===== src/hw/rtl/srt_pkg.sv =====
// shared constants, codes and cell control type for the sorted range table
package srt_pkg;

  localparam int TABLE_DEPTH_DEF = 64;
  localparam int ADDR_BITS_DEF   = 48;
  localparam int ID_BITS_DEF     = 16;

  localparam int REQ_W    = 2;
  localparam int STATUS_W = 2;

  localparam logic [REQ_W-1:0] REQ_LOOKUP = 2'd0;
  localparam logic [REQ_W-1:0] REQ_INSERT = 2'd1;
  localparam logic [REQ_W-1:0] REQ_REMOVE = 2'd2;

  localparam logic [STATUS_W-1:0] ST_DONE     = 2'd0;
  localparam logic [STATUS_W-1:0] ST_COVERED  = 2'd1;
  localparam logic [STATUS_W-1:0] ST_FULL     = 2'd2;
  localparam logic [STATUS_W-1:0] ST_NO_MATCH = 2'd3;

  typedef enum logic [1:0] {
    OP_HOLD       = 2'd0,
    OP_LOAD       = 2'd1,
    OP_FROM_LEFT  = 2'd2,
    OP_FROM_RIGHT = 2'd3
  } cell_op_t;

  typedef struct packed {
    logic     cmp_en;
    cell_op_t op;
  } cell_ctrl_t;

endpackage


===== src/hw/rtl/srt_cell.sv =====
// one table cell: holds a range entry, shifts with its neighbors, compares against the key
module srt_cell #(
  parameter int ADDR_BITS = srt_pkg::ADDR_BITS_DEF,
  parameter int ID_BITS   = srt_pkg::ID_BITS_DEF
) (
  input  logic                 clk,
  input  srt_pkg::cell_ctrl_t  ctrl,
  input  logic [ADDR_BITS-1:0] key,
  input  logic [ADDR_BITS-1:0] new_base,
  input  logic [ADDR_BITS-1:0] new_length,
  input  logic [ID_BITS-1:0]   new_owner,
  input  logic [ADDR_BITS-1:0] left_base,
  input  logic [ADDR_BITS-1:0] left_length,
  input  logic [ID_BITS-1:0]   left_owner,
  input  logic [ADDR_BITS-1:0] right_base,
  input  logic [ADDR_BITS-1:0] right_length,
  input  logic [ID_BITS-1:0]   right_owner,
  output logic [ADDR_BITS-1:0] base,
  output logic [ADDR_BITS-1:0] length,
  output logic [ID_BITS-1:0]   owner,
  output logic                 below,
  output logic                 holds
);
  import srt_pkg::*;

  logic [ADDR_BITS-1:0] offset;

  // offset only matters when key >= base, so it never wraps where used
  assign offset = key - base;

  always_ff @(posedge clk) begin
    case (ctrl.op)
      OP_LOAD: begin
        base   <= new_base;
        length <= new_length;
        owner  <= new_owner;
      end
      OP_FROM_LEFT: begin
        base   <= left_base;
        length <= left_length;
        owner  <= left_owner;
      end
      OP_FROM_RIGHT: begin
        base   <= right_base;
        length <= right_length;
        owner  <= right_owner;
      end
      default: begin
        base   <= base;
        length <= length;
        owner  <= owner;
      end
    endcase
  end

  always_ff @(posedge clk) begin
    if (ctrl.cmp_en) begin
      below <= key < base;
      holds <= (key >= base) && (offset < length);
    end
  end

endmodule


===== config.mk =====
export PLATFORM = sky130hd
export DESIGN_NAME = srt_cell
export DESIGN_NICKNAME = d
export VERILOG_FILES = /design/src/hw/rtl/srt_pkg.sv /design/src/hw/rtl/srt_cell.sv
export SDC_FILE = /design/constraint.sdc
export NUM_CORES = 1
export LEC_CHECK = 0
export ABC_AREA = 1
export BUFFER_PORTS_ARGS = -buffer_cell sky130_fd_sc_hd__buf_2
export CORE_ASPECT_RATIO = 1.1
export CORE_MARGIN = 8
export CORE_UTILIZATION = 31
export DETAILED_ROUTE_END_ITERATION = 12
export HOLD_SLACK_MARGIN = 0.1
export SLEW_MARGIN = 30
export SYNTH_ARGS = -nofsm -noshare
export SYNTH_HDL_FRONTEND = slang
export SYNTH_SLANG_ARGS = --single-unit
export TNS_END_PERCENT = 1

===== constraint.sdc =====
create_clock -name clk -period 3.6 [get_ports clk]
set_input_delay 0.54 -clock clk [delete_from_list [all_inputs] [get_ports clk]]
set_output_delay 0.54 -clock clk [all_outputs]
set_load 0.005 [all_outputs]

==> flow_summary.toml <==
[timing]
worstMarginPinSlew_ns = 0.663
fin_skew_ns = 0.00821
rsz0062_at_grt = "no"
drv_slew = 0
finalHoldViolations = 0
layout_setup_ws_ns = 0.165
min_period_ns = 3.44
setup_tns_ns = 0
timing.final.crit_share_pct = 95.4
fmax_mhz = 291
setup_viol = 0
relSlewSlack_pct = 55.8

[cells_and_area]
nFillCells = 3858
multiInputGateArea_um2 = 6500
syn_to_final_growth_pct = 36.7
drive_gt1_share_pct = 30.2
seq_area_um2 = 3420
layout.nets = 2729

[clock_tree]
tritoncts = "built"
cts_root_buf = "clkbuf_16"
htreeDepth = 4
worstSkewPairLatency_ns = 0.44
cts-buffers-inserted = 17
holdBufCountCts = 0
clk_path_buf_depth = 2
cts.sinks = 114
path_clk_slew_ns = 0.07
postCtsSetupRepairBufs = 0

[die]
initial_core_util_pct = 31.2
fp.coreArea_um2 = 35900
die_width_um = 197
ios = 502
dieArea_um2 = 42500
row_count = 73
fp.dieH_um = 215

[placed_design]
dp_slack_ns = -0.0340
io_buffers = 501
gp_congestion = 0.962
hpwl_um = 42200

[synth]
synth_edf_count = 114
avgSynthCellArea_um2 = 6.54
synth_cell_types = 37
yosysMostFrequentCell = "nand2_1"
synth_area_leaders = "edfxtp_1, nand2_1, nand3_1"
synth_top_family_by_area = "simple AND/OR/NAND/NOR gates"
synth.mux.area_fraction_pct = 0
ys_warn_count = 0
synth_cells = 1713
async_reset_ff_share_pct = 0
synth_seq_cells = 114
synth_xor_area_share_pct = 2.34
synth-adder-area-share_pct = 10.8
synth-simple-area-share_pct = 40.6
synth_compound_area_share_pct = 3.94
netlist_top_cells_count = "nand2_1, inv_1, nand3_1, edfxtp_1, ha_1"
synth_top_area_share_pct = 30.5
netlist_area_um2 = 11200
yosysSeqAreaShare_pct = 30.5
yosysTopAreaCell = "edfxtp_1"
synth_flop_cell = "edfxtp_1"
synth_fp_nets = 2197

[worst_setup_path]
ff2ff_path_depth = 17
crit_type = "reg -> reg"
endpoint_kind = "flip-flop"
cp.arrival_ns = 3.63
crit_start = "base[38]$_DFFE_PP_"
startpoint_type = "flip-flop"
required_ns = 3.79
r2r-start = "base[38]$_DFFE_PP_"
critPathMaxFanout = 5

[routing]
drt_first_pass_iters = 8
via_count = 13000
routed_wl_um = 48800
drc = 0
drt.antenna.violating_nets = 0
wl_per_cell_um = 17.7
vias_per_cell = 4.73
drt_iter0_markers = 831

[global_routing]
grt_first_pass_wirelength_um = 73300
antenna_found_initial = 9
grt_pass1_vias = 13200
track_usage_pct = 22.3
overflow = 0
grt_max_degree = 113

[worst_hold_path]
min_from = "left_length[5]"
hold_class = "in -> reg"
whs_path_depth = 3

[pwr]
total_leakage_power_nw = 8.55
powerDensity_nw_per_um2 = 419
vdd_drop_max_v = 0.000335

[outcome]
outcome = "completed"

[flow_run]
drv_cap = 0
kinds of logic after synthesis:
family | after synthesis
xor+xnor | 30
simple gates | 1045
fa+ha+maj | 96
compound gates | 81
buf+inv | 347
flops | 114
cell usage in the layout (no fill, tap or decap), drive strengths merged, types with 2 or more instances in the layout:
cell,synthesis,final
nand2,635,635
ha,95,95
nor2,106,106
o21ai,11,11
nor3,15,15
and2,2,2
or2,2,2
clkbuf,31,17
a21oi,57,57
o21bai,5,5
inv,297,304
xor2,25,25
nor3b,2,2
nand3,261,261
nand3b,7,7
a21o,6,6
xnor2,5,5
clkinv,0,3
buf,19,563
edfxtp,114,114
nand4,13,13
diode,0,6
bufinv,0,5
critical path: stages (launching register included):
cell,delay [ns]
edfxtp_1,0.35
inv_1,0.09
ha_1,0.44
nand2_2,0.13
nor2_1,0.20
nand3_1,0.21
nor2_1,0.24
nand3_1,0.18
nand4_1,0.13
nand2_1,0.06
ha_1,0.29
nand4_1,0.11
nor3_1,0.22
nor3b_1,0.22
buf_4,0.13
nand2_1,0.04
nand2_1,0.09
nor2_1,0.06
final cells by class:
class,count,share of cell area (%)
Antenna cell,6,0.0980
Clock buffer,17,2.78
Clock inverter,15,1.58
Inverter,297,7.29
Multi-Input combinational cell,1252,42.4
Sequential cell,114,22.3
Tap cell,487,3.98
Timing Repair Buffer,563,19.5
power by group:
part           leakage (nW)  internal, mW  total (mW)  switching [mW]
clock                 0.327          1.25        1.98           0.730
sequential             1.18          1.66        1.75          0.0897
combinational          7.05          1.07        2.69            1.63
total                  8.55          3.98        6.42            2.45
state kept, by name, indices dropped and copies added (netlist names):
register and count:
holds 1, below 1, length 48, base 48
owner 16
layer usage:
layer	vias to the layer above	GRT usage, %	part of all wire [%]
met1	5901	27.4	42
met4	6	7.68	2.5
met5	-	0	0.066
met3	65	6.02	8.2
li1	6514	-	-
met2	522	37.3	47
metrics by stage:
stage                     cells  hold slack (ns)  power, mW  instance area [um2]  util, %
after floorplan            1713            0.652       3.29                11200        -
after global placement     2713            0.818       4.43                14600     40.7
after detailed placement   2713            0.819       4.46                14600     40.7
after CTS                  2745            0.342       6.48                15300     42.6
after global routing       2751            0.356       6.88                15300     42.7
final                      2751            0.375       6.42                15300     42.7
path summary, 6_finish.rpt:
kind	end	slack (ns)
max reg2reg	holds$_DFFE_PP_	0.16
min	length[5]$_DFFE_PP_	0.37
max	holds$_DFFE_PP_	0.16
min reg2reg	holds$_DFFE_PP_	1.15
what timing repair did:
| item | CTS | global route |
|---|---|---|
| endpoints found under the hold margin | 0 | 0 |
| setup endpoints to repair | 0 | 1 |
| gates resized for setup | 0 | 6 |
No activity file was read; power rests on OpenSTA's default activity.
